`config.mk`:
```
export PLATFORM = sky130hd
export DESIGN_NAME = http_request_target_check
export DESIGN_NICKNAME = d
export VERILOG_FILES = /design/src/hw/rtl/hrtc_pkg.sv /design/src/hw/rtl/http_request_target_check.sv /design/src/hw/rtl/hrtc_classify.sv
export SDC_FILE = /design/constraint.sdc
export NUM_CORES = 1
export LEC_CHECK = 0
export BUFFER_PORTS_ARGS = -buffer_cell sky130_fd_sc_hd__buf_2
export CAP_MARGIN = 10
export CORE_ASPECT_RATIO = 0.9
export CORE_MARGIN = 2
export CORE_UTILIZATION = 36
export CTS_CLUSTER_SIZE = 24
export DETAILED_ROUTE_END_ITERATION = 10
export GPL_TIMING_DRIVEN = 0
export SYNTH_ARGS = -nofsm -noshare
export SYNTH_HDL_FRONTEND = slang
export SYNTH_HIERARCHICAL = 1
export SYNTH_SLANG_ARGS = --single-unit
```
`constraint.sdc`:
```
create_clock -name clock -period 4.8 [get_ports clock]
set_input_delay 0.24 -clock clock [delete_from_list [all_inputs] [get_ports clock]]
set_output_delay 0.24 -clock clock [all_outputs]
set_load 0.1 [all_outputs]
```
`src/hw/rtl/hrtc_pkg.sv`:
```
// Shared types and constants for the HTTP request target checker.
package hrtc_pkg;

   localparam int PhaseWidth = 3;
   localparam int FormWidth  = 2;

   localparam logic [PhaseWidth-1:0] PH_START  = 3'd0;
   localparam logic [PhaseWidth-1:0] PH_SCHEME = 3'd1;
   localparam logic [PhaseWidth-1:0] PH_COLON  = 3'd2;
   localparam logic [PhaseWidth-1:0] PH_SLASH  = 3'd3;
   localparam logic [PhaseWidth-1:0] PH_HOST   = 3'd4;
   localparam logic [PhaseWidth-1:0] PH_PATH   = 3'd5;

   localparam logic [FormWidth-1:0] FORM_PATH      = 2'd0;
   localparam logic [FormWidth-1:0] FORM_ABSOLUTE  = 2'd1;
   localparam logic [FormWidth-1:0] FORM_AUTHORITY = 2'd2;
   localparam logic [FormWidth-1:0] FORM_EMPTY     = 2'd3;

   localparam logic [7:0] CHR_TAB       = 8'd9;
   localparam logic [7:0] CHR_FORM_FEED = 8'd12;
   localparam logic [7:0] CHR_SLASH     = 8'h2f;
   localparam logic [7:0] CHR_STAR      = 8'h2a;
   localparam logic [7:0] CHR_COLON     = 8'h3a;
   localparam logic [7:0] CHR_AT        = 8'h40;
   localparam logic [7:0] CHR_QMARK     = 8'h3f;

   typedef struct packed {
      logic is_alpha;
      logic is_scheme;
      logic is_host;
      logic is_path;
      logic is_slash;
      logic is_star;
      logic is_colon;
      logic is_at;
      logic is_qmark;
   } byte_class_type;

endpackage

```
`src/hw/rtl/http_request_target_check.sv`:
```
// HTTP request target checker top level.
// Takes one target byte per req transaction and returns one verdict (ok flag and
// target form) on the transaction that ends the target, either a final byte or an
// empty mark. The byte is classified and the phase state updated in the cycle it
// is accepted, and the verdict appears in the rsp register on the next cycle. A
// new byte is accepted every cycle as long as the rsp register is empty or being
// drained; only a pending unread verdict stalls the input.
module http_request_target_check (
   input  logic       clock,
   input  logic       reset,
   input  logic       req_valid,
   output logic       req_ready,
   input  logic [7:0] req_data_byte,
   input  logic       req_connect_request,
   input  logic       req_final_item,
   input  logic       req_empty_target,
   output logic       rsp_valid,
   input  logic       rsp_ready,
   output logic       rsp_target_ok,
   output logic [1:0] rsp_target_form
);

   hrtc_pkg::byte_class_type byte_class;

   logic [hrtc_pkg::PhaseWidth-1:0] phase_ff, phase_in, phase_next;
   logic [hrtc_pkg::FormWidth-1:0]  form_ff, form_in, form_next;
   logic                            prev_at_ff, prev_at_in, prev_at_next;
   logic                            bad_ff, bad_in, bad_next;
   logic                            rsp_valid_ff, rsp_valid_in;
   logic                            rsp_ok_ff, rsp_ok_in;
   logic [hrtc_pkg::FormWidth-1:0]  rsp_form_ff, rsp_form_in;
   logic                            req_fire;
   logic                            ends_target;

   hrtc_classify u_classify (
      .data_byte  (req_data_byte),
      .byte_class (byte_class)
   );

   assign req_ready   = !rsp_valid_ff || rsp_ready;
   assign req_fire    = req_valid && req_ready;
   assign ends_target = req_final_item || req_empty_target;

   // state after taking the byte
   always_comb begin
      phase_next   = phase_ff;
      form_next    = form_ff;
      prev_at_next = prev_at_ff;
      bad_next     = bad_ff;
      if (!req_empty_target) begin
         case (phase_ff)
            hrtc_pkg::PH_START: begin
               if (byte_class.is_slash || byte_class.is_star) begin
                  form_next  = hrtc_pkg::FORM_PATH;
                  phase_next = hrtc_pkg::PH_PATH;
               end else if (req_connect_request) begin
                  form_next = hrtc_pkg::FORM_AUTHORITY;
                  if (byte_class.is_qmark) begin
                     phase_next = hrtc_pkg::PH_PATH;
                  end else begin
                     phase_next   = hrtc_pkg::PH_HOST;
                     bad_next     = bad_ff || !byte_class.is_host;
                     prev_at_next = byte_class.is_at;
                  end
               end else begin
                  form_next  = hrtc_pkg::FORM_ABSOLUTE;
                  phase_next = hrtc_pkg::PH_SCHEME;
                  bad_next   = bad_ff || !byte_class.is_alpha;
               end
            end
            hrtc_pkg::PH_SCHEME: begin
               if (byte_class.is_colon) begin
                  phase_next = hrtc_pkg::PH_COLON;
               end else begin
                  bad_next = bad_ff || !byte_class.is_scheme;
               end
            end
            hrtc_pkg::PH_COLON: begin
               if (byte_class.is_slash) begin
                  phase_next = hrtc_pkg::PH_SLASH;
               end else begin
                  bad_next = 1'b1;
               end
            end
            hrtc_pkg::PH_SLASH: begin
               if (byte_class.is_slash) begin
                  phase_next = hrtc_pkg::PH_HOST;
               end else begin
                  bad_next = 1'b1;
               end
            end
            hrtc_pkg::PH_HOST: begin
               if (byte_class.is_slash || byte_class.is_qmark) begin
                  phase_next = hrtc_pkg::PH_PATH;
               end else begin
                  bad_next     = bad_ff || !byte_class.is_host ||
                                 (byte_class.is_at && prev_at_ff);
                  prev_at_next = byte_class.is_at;
               end
            end
            default: begin
               bad_next = bad_ff || !byte_class.is_path;
            end
         endcase
      end
   end

   always_comb begin
      phase_in     = phase_ff;
      form_in      = form_ff;
      prev_at_in   = prev_at_ff;
      bad_in       = bad_ff;
      rsp_valid_in = rsp_valid_ff && !rsp_ready;
      rsp_ok_in    = rsp_ok_ff;
      rsp_form_in  = rsp_form_ff;
      if (req_fire) begin
         if (ends_target) begin
            phase_in     = hrtc_pkg::PH_START;
            form_in      = hrtc_pkg::FORM_PATH;
            prev_at_in   = 1'b0;
            bad_in       = 1'b0;
            rsp_valid_in = 1'b1;
            if (phase_next == hrtc_pkg::PH_START) begin
               rsp_ok_in   = 1'b0;
               rsp_form_in = hrtc_pkg::FORM_EMPTY;
            end else begin
               rsp_ok_in   = !bad_next && ((phase_next == hrtc_pkg::PH_HOST) ||
                                           (phase_next == hrtc_pkg::PH_PATH));
               rsp_form_in = form_next;
            end
         end else begin
            phase_in   = phase_next;
            form_in    = form_next;
            prev_at_in = prev_at_next;
            bad_in     = bad_next;
         end
      end
   end

   always_ff @(posedge clock) begin
      if (reset) begin
         phase_ff     <= hrtc_pkg::PH_START;
         form_ff      <= hrtc_pkg::FORM_PATH;
         prev_at_ff   <= 1'b0;
         bad_ff       <= 1'b0;
         rsp_valid_ff <= 1'b0;
      end else begin
         phase_ff     <= phase_in;
         form_ff      <= form_in;
         prev_at_ff   <= prev_at_in;
         bad_ff       <= bad_in;
         rsp_valid_ff <= rsp_valid_in;
      end
   end

   always_ff @(posedge clock) begin
      rsp_ok_ff   <= rsp_ok_in;
      rsp_form_ff <= rsp_form_in;
   end

   assign rsp_valid       = rsp_valid_ff;
   assign rsp_target_ok   = rsp_ok_ff;
   assign rsp_target_form = rsp_form_ff;

   a_restart_after_end: assert property (@(posedge clock) disable iff (reset)
      (req_fire && ends_target) |=> (phase_ff == hrtc_pkg::PH_START) && !bad_ff)
      else $error("target state not cleared after ending transaction");

   a_rsp_from_end: assert property (@(posedge clock) disable iff (reset)
      $rose(rsp_valid_ff) |-> $past(req_fire && ends_target))
      else $error("verdict without an ending transaction");

   a_empty_not_ok: assert property (@(posedge clock) disable iff (reset)
      (rsp_valid_ff && (rsp_form_ff == hrtc_pkg::FORM_EMPTY)) |-> !rsp_ok_ff)
      else $error("empty target reported ok");

   a_at_only_after_host: assert property (@(posedge clock) disable iff (reset)
      prev_at_ff |-> ((phase_ff == hrtc_pkg::PH_HOST) || (phase_ff == hrtc_pkg::PH_PATH)))
      else $error("at-sign tracking outside host or path part");

   a_authority_phase: assert property (@(posedge clock) disable iff (reset)
      (form_ff == hrtc_pkg::FORM_AUTHORITY) |->
         ((phase_ff == hrtc_pkg::PH_HOST) || (phase_ff == hrtc_pkg::PH_PATH)))
      else $error("authority form outside host or path phase");

endmodule

```
`src/hw/rtl/hrtc_classify.sv`:
```
// Character class decoder for one request target byte.
module hrtc_classify (
   input  logic [7:0]              data_byte,
   output hrtc_pkg::byte_class_type byte_class
);

   logic is_alpha;
   logic is_digit;
   logic host_punct;

   assign is_alpha = ((data_byte >= 8'd65) && (data_byte <= 8'd90)) ||
                     ((data_byte >= 8'd97) && (data_byte <= 8'd122));
   assign is_digit = (data_byte >= 8'd48) && (data_byte <= 8'd57);

   always_comb begin
      case (data_byte)
         8'h21, 8'h24, 8'h25, 8'h26, 8'h27, 8'h28, 8'h29, 8'h2a, 8'h2b, 8'h2c,
         8'h2d, 8'h2e, 8'h3a, 8'h3b, 8'h3d, 8'h40, 8'h5b, 8'h5d, 8'h5f,
         8'h7e: begin
            host_punct = 1'b1;
         end
         default: begin
            host_punct = 1'b0;
         end
      endcase
   end

   always_comb begin
      byte_class.is_alpha  = is_alpha;
      byte_class.is_scheme = is_alpha || is_digit || (data_byte == 8'h2b) ||
                             (data_byte == 8'h2d) || (data_byte == 8'h2e);
      byte_class.is_host   = is_alpha || is_digit || host_punct;
      byte_class.is_path   = (data_byte == hrtc_pkg::CHR_TAB) ||
                             (data_byte == hrtc_pkg::CHR_FORM_FEED) ||
                             ((data_byte >= 8'd33) && (data_byte <= 8'd126));
      byte_class.is_slash  = (data_byte == hrtc_pkg::CHR_SLASH);
      byte_class.is_star   = (data_byte == hrtc_pkg::CHR_STAR);
      byte_class.is_colon  = (data_byte == hrtc_pkg::CHR_COLON);
      byte_class.is_at     = (data_byte == hrtc_pkg::CHR_AT);
      byte_class.is_qmark  = (data_byte == hrtc_pkg::CHR_QMARK);
   end

endmodule
```
==> run metrics <==
status completed; post-DP HPWL 2133 um; CTS tree done; nature of the critical path startpoint input pin; critical path class in2reg; Area contributors post-synth dfxtp_1 14%, edfxtp_1 7.9%, a21oi_1 5.2%, nand2b_1 4.4%, nor2_1 4.3%; post-synthesis cell area 0.001145 mm2; post-synthesis mux area share 2.623%; Critical Path Fanout Max 8; initial core utilization 37.62%; worst flop-to-flop path startpoint phase_ff[1]; via/cell ratio 5.575; GRT overflow 0; Die Span Y 57.50 um; largest net degree at the start of global routing 11; Mapped Cells 145; share of layout cells above drive strength 1 26.06%; Synth area leader dfxtp_1; r2r setup slk 3150 ps; count leader, synth nor2_1; CTS buffer count 3; CTS Sinks 11; Antenna Cells 0; Fmax achieved 0.4655 GHz; depth of the worst hold-timing path 2; max_cap viols 0; number of global-route vias before repair 1062; fraction of registers with async set/reset 0%; area fraction in and, or, nand and nor cells after synthesis 36.28%; Hold Path End form_ff[1]; hold slack final 349.4 ps; cts repair resizes 0; Yosys warnings 6; router iterations before antenna repair 4; minimum clock period 2148 ps; Worst VDD drop 0.1264 mV; initial antenna violation count 0; clk root buf clkbuf_4; Placed Cells 203; Final ANT Viol Nets 0; Worst setup EP type flop; Synth Area in Compound Gates 31.26%; Lkg Pwr 0.4577 nW; Worst EP arrival 2290 ps; hold path startpoint reset; worst-case clock buffer depth 2; post-synthesis adder-cell area fraction 0%; RR Endpoint rsp_target_ok; Distinct cells, synth 57; syn avg cell area 7.896 um2; part of the Yosys area used for sequential elements 21.86%; largest family of logic cells by synthesized area simple AND/OR/NAND/NOR gates; setup TNS 0 ps; core area 0.003043 mm2; final period utilization 44.75%; area delta synth->final 13.88%; xor/xnor share of the synthesized area 1.530%; CTS HTree Levels 1; Final Hold Viols 0; final std cells w/o fill 207; Post-synth EDFFs 3; full die area 0.003648 mm2; Worst Hold Class in2reg; Slew Limit Fails 0; Post-Syn Nets 160; IO Pins 20; PD cells 196.8 mW/mm2; area share of the largest cell type after synthesis 13.99%; WP data required 4940 ps; final WL 2780 um; Hold-fix buffers, CTS 0; Final #Nets 181; port bufs 16; post-layout util 42.85%; Clock Skew 1.316 ps; row count 19; synthesized flop and latch total 11; Reg2Reg Depth 5; unrepaired setup endpoints after global routing false; Die W 63.45 um; via count 1154; initial drt markers 73; most instantiated cells after synthesis 13 x nor2_1, 12 x a21oi_1, 11 x nand2_1; Post-CTS Setup Bufs 0; first-pass GRT wire length 4747 um; Top FF cell, synth dfxtp_1; setup violators final 0; routability-driven placement congestion ratio 0.8051; DRC 0; Reg clk slew, reported paths 60 ps; fill cell count 352; Slew @ Worst Pin 602.1 ps; Avg WL per Cell 13.43 um; Worst slew margin 59.53%; GRT Util Overall 15.84%; Skew-Pair Late Insertion Delay 270 ps
cells in the final DEF, fill, tap and decap left out, types with 4 or more instances in the layout:
master | synthesis | routed
a21oi_1 | 12 | 12
a31oi_1 | 4 | 4
buf_2 | 5 | 21
dfxtp_1 | 8 | 8
nand2_1 | 11 | 11
nand2b_1 | 8 | 8
nor2_1 | 13 | 13
nor2b_1 | 4 | 4
nor3_1 | 5 | 5
o21ai_0 | 7 | 7
or3_1 | 4 | 4
layout make-up:
class                   count  area (um2)  share of cell area [%]
inverters                   3       11.26                  0.8637
repair buffers             16       80.08                   6.142
flip-flops and latches     11       250.2                   19.19
well taps                  42       52.55                   4.031
clock buffers               4       26.28                   2.015
multi-input cells         120       820.8                   62.96
plain buffers              11       62.56                   4.798
worst max-delay path by stage:
| stage | start | end | slack, ps | cells past startpoint |
|---|---|---|---|---|
| 3_3_place_gp | req_data_byte[6] | rsp_target_ok | 2400 | 8 |
| 6_report | req_data_byte[6] | rsp_target_ok | 2650 | 8 |
| 2_1_floorplan | rsp_valid | rsp_target_form[0] | 2030 | 4 |
| 4_1_cts | req_data_byte[6] | rsp_target_ok | 2660 | 8 |
| 3_5_place_dp | req_data_byte[6] | rsp_target_ok | 2380 | 8 |
| 5_1_grt | req_data_byte[6] | rsp_target_ok | 2470 | 8 |
power breakdown:
| part | switching, mW | internal (mW) | total (mW) |
|---|---|---|---|
| clock network | 0.0301 | 0.0322 | 0.0624 |
| registers | 0.00203 | 0.0998 | 0.102 |
| logic | 0.0613 | 0.0311 | 0.0924 |
through the flow:
step           total power, mW  area [um2]  worst slack (ps)
5_1_grt                 0.2713        1304              2472
3_3_place_gp            0.1945        1277              2405
6_report                0.2565        1304              2652
4_1_cts                 0.2582        1304              2665
3_5_place_dp            0.1957        1277              2383
2_1_floorplan           0.1745        1145              2030
layer usage:
metal | global-route usage, % | vias up | share of wire, %
li1 | - | 588 | -
met2 | 26.17 | 26 | 46
met5 | 0 | - | 0
met4 | 1.863 | 0 | 0.86
met1 | 21.89 | 535 | 49
met3 | 3.550 | 5 | 3.7
registers in the layout, indices dropped and copies added, names as in the netlist:
name	count
rsp_target_ok	1
bad_ff	1
phase_ff	3
prev_at_ff	1
form_ff	2
rsp_valid	1
rsp_target_form	2
critical path, stage by stage:
cell,delay (ps)
buf_2,120
nand2b_2,210
or3_1,340
nor2_1,490
nor2_1,180
a211oi_1,260
o221a_2,250
o221a_2,200
kinds of logic after synthesis:
family	count (synthesis)
muxes	3
buffers and inverters	14
and+or+nand+nor	67
AOI/OAI and AO/OA	48
xor gates and xnor gates	2
DFF	11
No activity file was read; power rests on OpenSTA's default activity.
